## src/rtl/core/lrrq_pkg.sv

```systemverilog
`timescale 1ns / 1ps
`default_nettype none
// ----------------------------------------------------------------------------
// lrrq_pkg
// shared constants, codes and control types of the linear resampler ring queue
// ----------------------------------------------------------------------------
package lrrq_pkg;

    // sizing
    localparam int NUM_STREAMS       = 4;
    localparam int RING_SAMPLES      = 16384;
    localparam int MAX_BATCH_SAMPLES = 4096;

    // fixed field widths
    localparam int OP_W       = 3;
    localparam int STREAM_IN_W = 8;
    localparam int SAMPLE_W   = 16;
    localparam int VOL_W      = 16;
    localparam int RIDX_W     = 14;
    localparam int STATUS_W   = 2;
    localparam int QC_W       = 15;
    localparam int CFG_IDX_W  = 3;
    localparam int CFG_DATA_W = 18;
    localparam int RATE_W     = 18;
    localparam int CHAN_W     = 4;
    localparam int FACTOR_W   = 15;

    localparam int FACTOR_MIN = 14746;
    localparam int FACTOR_MAX = 18022;
    localparam int VOLUME_MAX = 32768;

    // derived widths
    localparam int STREAM_W    = (NUM_STREAMS > 1) ? $clog2(NUM_STREAMS) : 1;
    localparam int RING_AW     = $clog2(RING_SAMPLES);
    localparam int RING_MEM_AW = $clog2(NUM_STREAMS * RING_SAMPLES);
    localparam int COUNT_W     = RING_AW + 1;
    localparam int BATCH_AW    = $clog2(MAX_BATCH_SAMPLES);
    localparam int FILL_W      = BATCH_AW + 1;
    localparam int RATEP_W     = RATE_W + FACTOR_W + 2;
    localparam int STEP_W      = 32;
    localparam int DIV_NW      = 36;
    localparam int DIV_DW      = STEP_W;
    localparam int DIV_CNT_W   = $clog2(DIV_NW + 1);
    localparam int OF_W        = FILL_W + 17;
    localparam int TOT_W       = OF_W + CHAN_W;
    localparam int POS_W       = ((FILL_W + 16 > STEP_W) ? FILL_W + 16 : STEP_W) + 2;
    localparam int ADDR_PW     = BATCH_AW + CHAN_W;
    localparam int PROD_W      = 2 * SAMPLE_W + 2;

    typedef enum logic [OP_W-1:0] {
        OP_LOAD      = 3'd0,
        OP_RESET_ONE = 3'd1,
        OP_RESET_ALL = 3'd2,
        OP_SET_VOL   = 3'd3,
        OP_READ      = 3'd4
    } lrrq_op_t;

    typedef enum logic [CFG_IDX_W-1:0] {
        CFG_SRC_RATE = 3'd0,
        CFG_OUT_RATE = 3'd1,
        CFG_SRC_CH   = 3'd2,
        CFG_OUT_CH   = 3'd3,
        CFG_FACTOR   = 3'd4
    } lrrq_cfg_t;

    typedef enum logic [STATUS_W-1:0] {
        STS_TAKEN   = 2'd0,
        STS_QUEUED  = 2'd1,
        STS_INVALID = 2'd2,
        STS_FULL    = 2'd3
    } lrrq_status_t;

    typedef enum logic [1:0] {
        DIV_FRAMES = 2'd0,
        DIV_STEP   = 2'd1,
        DIV_OUT    = 2'd2
    } lrrq_div_sel_t;

    typedef enum logic [4:0] {
        S_IDLE,
        S_DECODE,
        S_LOAD_END,
        S_DIV_FRAMES,
        S_PROD,
        S_START_STEP,
        S_DIV_STEP,
        S_CHK_STEP,
        S_DIV_OUT,
        S_CHECK,
        S_RD_CUR,
        S_RD_NXT,
        S_MUL,
        S_WR,
        S_APPLY,
        S_FINISH
    } lrrq_state_t;

    typedef struct packed {
        logic          take;
        logic          batch_wr;
        logic          clr_one;
        logic          clr_all;
        logic          set_vol;
        logic          ring_rd;
        logic          div_start;
        lrrq_div_sel_t div_sel;
        logic          frames_ld;
        logic          prod_ld;
        logic          step_ld;
        logic          total_ld;
        logic          conv_init;
        logic          rd_cur;
        logic          rd_nxt;
        logic          mul;
        logic          wr;
        logic          commit;
        logic          status_we;
        lrrq_status_t  status;
        logic          finish;
    } lrrq_cmd_t;

    typedef struct packed {
        logic [OP_W-1:0] op;
        logic            last;
        logic            stream_ok;
        logic            cfg_bad;
        logic            div_busy;
        logic            frames_zero;
        logic            step_zero;
        logic            total_bad;
        logic            ring_full;
        logic            conv_last;
        logic            out_free;
    } lrrq_sts_t;

endpackage
`default_nettype wire

```

## src/rtl/core/lrrq_ctrl.sv

```systemverilog
`timescale 1ns / 1ps
`default_nettype none
// ----------------------------------------------------------------------------
// lrrq_ctrl
// sequencer: decodes items, runs batch checks and the resampling loop
// ----------------------------------------------------------------------------
module lrrq_ctrl (
    input  wire logic                clk,
    input  wire logic                rst_n,
    input  wire logic                in_valid,
    output logic                     in_ready,
    input  wire lrrq_pkg::lrrq_sts_t sts,
    output lrrq_pkg::lrrq_cmd_t      cmd
);
    import lrrq_pkg::*;

    lrrq_state_t state_reg, state_next;

    always_ff @(posedge clk or negedge rst_n)
    begin
        if (!rst_n)
        begin
            state_reg <= S_IDLE;
        end
        else
        begin
            state_reg <= state_next;
        end
    end

    // next state
    always_comb
    begin
        state_next = state_reg;
        unique case (state_reg)
            S_IDLE:       if (in_valid) state_next = S_DECODE;
            S_DECODE:     state_next = (sts.op == OP_LOAD) ? S_LOAD_END : S_FINISH;
            S_LOAD_END:
            begin
                if (!sts.last || sts.cfg_bad) state_next = S_FINISH;
                else state_next = S_DIV_FRAMES;
            end
            S_DIV_FRAMES: if (!sts.div_busy) state_next = S_PROD;
            S_PROD:       state_next = sts.frames_zero ? S_FINISH : S_START_STEP;
            S_START_STEP: state_next = S_DIV_STEP;
            S_DIV_STEP:   if (!sts.div_busy) state_next = S_CHK_STEP;
            S_CHK_STEP:   state_next = sts.step_zero ? S_FINISH : S_DIV_OUT;
            S_DIV_OUT:    if (!sts.div_busy) state_next = S_CHECK;
            S_CHECK:
            begin
                if (sts.total_bad || sts.ring_full) state_next = S_FINISH;
                else state_next = S_RD_CUR;
            end
            S_RD_CUR:     state_next = S_RD_NXT;
            S_RD_NXT:     state_next = S_MUL;
            S_MUL:        state_next = S_WR;
            S_WR:         state_next = sts.conv_last ? S_APPLY : S_RD_CUR;
            S_APPLY:      state_next = S_FINISH;
            S_FINISH:     if (sts.out_free) state_next = S_IDLE;
            default:      state_next = S_IDLE;
        endcase
    end

    // commands
    always_comb
    begin
        cmd      = '0;
        in_ready = 1'b0;
        unique case (state_reg)
            S_IDLE:
            begin
                in_ready = 1'b1;
                cmd.take = in_valid;
            end
            S_DECODE:
            begin
                cmd.status_we = 1'b1;
                cmd.status    = STS_TAKEN;
                case (sts.op)
                    OP_LOAD:      cmd.batch_wr = 1'b1;
                    OP_RESET_ONE:
                    begin
                        cmd.clr_one = sts.stream_ok;
                        if (!sts.stream_ok) cmd.status = STS_INVALID;
                    end
                    OP_RESET_ALL: cmd.clr_all = 1'b1;
                    OP_SET_VOL:
                    begin
                        cmd.set_vol = sts.stream_ok;
                        if (!sts.stream_ok) cmd.status = STS_INVALID;
                    end
                    OP_READ:
                    begin
                        cmd.ring_rd = sts.stream_ok;
                        if (!sts.stream_ok) cmd.status = STS_INVALID;
                    end
                    default:      cmd.status = STS_INVALID;
                endcase
            end
            S_LOAD_END:
            begin
                if (sts.last && sts.cfg_bad)
                begin
                    cmd.status_we = 1'b1;
                    cmd.status    = STS_INVALID;
                end
                else if (sts.last)
                begin
                    cmd.div_start = 1'b1;
                    cmd.div_sel   = DIV_FRAMES;
                end
            end
            S_DIV_FRAMES: cmd.frames_ld = !sts.div_busy;
            S_PROD:
            begin
                cmd.prod_ld   = 1'b1;
                cmd.status_we = sts.frames_zero;
                cmd.status    = STS_INVALID;
            end
            S_START_STEP:
            begin
                cmd.div_start = 1'b1;
                cmd.div_sel   = DIV_STEP;
            end
            S_DIV_STEP:   cmd.step_ld = !sts.div_busy;
            S_CHK_STEP:
            begin
                cmd.status_we = sts.step_zero;
                cmd.status    = STS_INVALID;
                cmd.div_start = !sts.step_zero;
                cmd.div_sel   = DIV_OUT;
            end
            S_DIV_OUT:    cmd.total_ld = !sts.div_busy;
            S_CHECK:
            begin
                cmd.status_we = sts.total_bad || sts.ring_full;
                cmd.status    = sts.total_bad ? STS_INVALID : STS_FULL;
                cmd.conv_init = !(sts.total_bad || sts.ring_full);
            end
            S_RD_CUR:     cmd.rd_cur = 1'b1;
            S_RD_NXT:     cmd.rd_nxt = 1'b1;
            S_MUL:        cmd.mul = 1'b1;
            S_WR:         cmd.wr = 1'b1;
            S_APPLY:
            begin
                cmd.commit    = 1'b1;
                cmd.status_we = 1'b1;
                cmd.status    = STS_QUEUED;
            end
            S_FINISH:     cmd.finish = 1'b1;
            default:      cmd = '0;
        endcase
    end
endmodule
`default_nettype wire

```

## config.mk

```make
export PLATFORM = sky130hd
export DESIGN_NAME = lrrq_ctrl
export DESIGN_NICKNAME = d
export VERILOG_FILES = /design/src/rtl/core/lrrq_pkg.sv /design/src/rtl/core/lrrq_ctrl.sv
export SDC_FILE = /design/constraint.sdc
export NUM_CORES = 1
export LEC_CHECK = 0
export ABC_AREA = 1
export ABC_CLOCK_PERIOD_IN_PS = 1810
export CORE_AREA = 2 2 39 41
export CTS_CLUSTER_SIZE = 24
export DETAILED_ROUTE_END_ITERATION = 6
export DIE_AREA = 0 0 41 43
export DONT_BUFFER_PORTS = 1
export GPL_TIMING_DRIVEN = 1
export PLACE_DENSITY = 0.75
export SYNTH_ARGS = -nofsm -noshare
export SYNTH_HDL_FRONTEND = slang
export SYNTH_SLANG_ARGS = --single-unit
```

## constraint.sdc

```tcl
create_clock -name clk -period 1.81 [get_ports clk]
set_input_delay 0.4525 -clock clk [delete_from_list [all_inputs] [get_ports clk]]
set_output_delay 0.4525 -clock clk [all_outputs]
set_load 0.02 [all_outputs]
```

==> metrics.yaml <==
yosys-top-cells-count: "nand2_1 (27), inv_1 (24), nor2_1 (24)"
clk_path_buf_depth: 2
total_power_mw: 1.88
yosys.area.top_type: "nand2_1"
r2r_cells: 10
yosysWarnings: 0
place.gp.congestion: 0.972
min_path_cells: 3
ant_nets: 0
drt_iter0_markers: 36
fp.coreArea_um2: 1380
firstDrtPassIters: 4
async_reset_ff_share_pct: 100
placed_area_um2: 832
routedWlPerCell_um: 12.6
internal-power_mw: 0.776
drc: 0
rsz0062_at_grt: "true"
areaGrowthSynthToFinish_pct: 50.4
startpoint: "state_reg[0]$_DFFE_PN0P_"
fin_util_pct: 76.0
largest_reg_flops: 4
multi_input_area_um2: 611
stdcell_area_um2: 1050
crit-reg2reg-launch: "state_reg[0]$_DFFE_PN0P_"
worstSetupPathType: "flip-flop to output pin"
violations: "setup timing"
ys.flop_type: "dfrtp_1"
max_freq_mhz: 524
synth_cells: 129
die_h_um: 43
hp-start: "sts[6]"
nets: 172
clock-sinks: 4
synth-seq-cells: 4
syn_avg_cell_area_um2: 5.42
routed_wl_um: 2140
clock_power_share_pct: 5.6
root_buffer: "clkbuf_4"
dp.cells: 160
endpoint_kind: "output pin"
report.final.slew_viol_count: 0
critPathRequiredTime_ns: 1.36
ioPinCount: 40
die_area_um2: 1760
period_share_pct: 105
status: "finished with violations"
seqCellArea_um2: 105
maxSlewHeadroom_pct: 72.9
cp_common_cell: "buf_6"
hold_ws_ns: 0.480
startpoint_type: "flip-flop"
syn_area_um2: 699
critPathSlowestCell: "dfrtp_2"
via_count: 899
gr-total-overflow: 0
crit_family: "flip-flops"
die_w_um: 41
ys_types: 19
hpwl_um: 1560
diodes: 0
clkLatencyLatePin_ns: 0.23
fillers: 108
place_ws_ns: 0.0703
p_seq_share_pct: 15.0
cp_cell_sequence: "inv_2 -> nor2_4 -> nand2_4 -> buf_6 -> nor3_4 -> buf_6"
final_cells: 170
hp-class: "input pin to flip-flop"
num_rows: 14
p_comb_share_pct: 79.4
r2r_end: "state_reg[3]$_DFFE_PN0P_"
grtUsageTotal_pct: 24.2
finalSetupViolCount: 6
peakVddDrop_mv: 1.22
yosysSeqAreaShare_pct: 14.3
switching_share_pct: 58.7
portBuffers: 0
max_stage_delay_ns: 0.46
finClkSkew_ns: 0.00107
syn-num-nets: 145
hold_viol: 0
drive_gt1_share_pct: 48.7
tritoncts: "yes"
synth_enable_flop_cells: 0
clk_pin_slew_ns: 0.03
synthTopCellsByArea: "nand2_1 (14%), dfrtp_1 (14%), inv_1 (13%)"
min_to: "state_reg[0]$_DFFE_PN0P_"
grt_max_degree: 7
start_util_pct: 50.5
crit_fanout: 6
cp_data_arrival_time_ns: 1.45
vias_per_cell: 5.29
r2r_setup_slack_ns: 0.31
cap_viol_max_count: 0
synth_top_cell_area_share_pct: 14.5
p_leak_nw: 0.575
p_switching_mw: 1.10
grt_antenna_before_repair: 0
worst_pin_slew_ns: 0.404
p_per_area_nw_per_um2: 1790
critPathBufInv: 3
numCtsBuffers: 3
layout_setup_ws_ns: -0.0969
htreeDepth: 1
grt_pass1_wl_um: 2990
yosysMostFrequentCell: "nand2_1"
first_global_vias: 775
min_period_ns: 1.91
setup_tns_ns: -0.356
power by group through the flow:
stage          Sequential [mW]  Combinational [mW]  Clock, mW
2_1_floorplan            0.237               0.940          0
3_3_place_gp             0.249                1.19          0
3_5_place_dp             0.255                1.20          0
4_1_cts                  0.275                1.31      0.111
5_1_grt                  0.291                1.64      0.111
6_report                 0.282                1.49      0.105
layout make-up:
type                    count  share of cell area [%]
clock buffers               3                    2.14
inverters                  28                    10.2
well taps                  16                    1.90
flip-flops and latches      4                    9.99
multi-input cells          97                    58.0
repair buffers             22                    17.7
routing by layer:
metal | wire length, µm | share of wire (%) | GRT usage (%) | up-vias
met4 | 37 | 1.7 | 12.0 | 0
met2 | 1170 | 55 | 37.5 | 35
met1 | 830 | 39 | 30.5 | 401
met5 | 0 | 0 | 0 | -
li1 | - | - | - | 459
met3 | 103 | 4.8 | 4.71 | 4
worst register-to-register path: cells and delay by family, from the launching register on:
kind / cells / cell delay [ns]
simple gates: 7 / 0.60
flops: 1 / 0.46
buf+inv: 3 / 0.35
worst max path at each step:
| stage | cells after the start | slack, ns | to |
|---|---|---|---|
| final | 6 | -0.1 | cmd[21] |
| after global routing | 7 | -0.17 | cmd[3] |
| after CTS | 6 | -0.09 | cmd[3] |
| after detailed placement | 5 | 0.07 | cmd[3] |
| after global placement | 5 | 0.07 | cmd[3] |
| after floorplan | 6 | 0.05 | cmd[3] |
cells in the final DEF, fill, tap and decap left out, types with 3 or more instances in the layout:
| cell | n |
|---|---|
| o21ai_0 | 3 |
| buf_4 | 16 |
| nor2_4 | 10 |
| buf_6 | 5 |
| inv_1 | 21 |
| nand2_1 | 21 |
| dfrtp_2 | 4 |
| nor2_2 | 7 |
| nor2_1 | 14 |
| nand2_2 | 11 |
| nand2_4 | 3 |
| nand3_2 | 4 |
| clkbuf_4 | 3 |
| inv_2 | 6 |
| nand3_1 | 12 |
cells by family after synthesis:
logic type	count (synthesis)	share of synthesized area, %
AO/OA/AOI/OAI	8	6.62
buffers and inverters	28	15.0
flip-flops	4	14.3
AND/OR/NAND/NOR	89	64.0
what timing repair did:
item                                    4_1_cts  5_1_grt
endpoints found under the setup margin       16       14
pin swaps                                     3        5
hold buffers                                  1        0
resized for setup                            16       28
hold endpoints to repair                      4        0
buffers inserted                              4        2
Power figures use the tool's default switching activity.
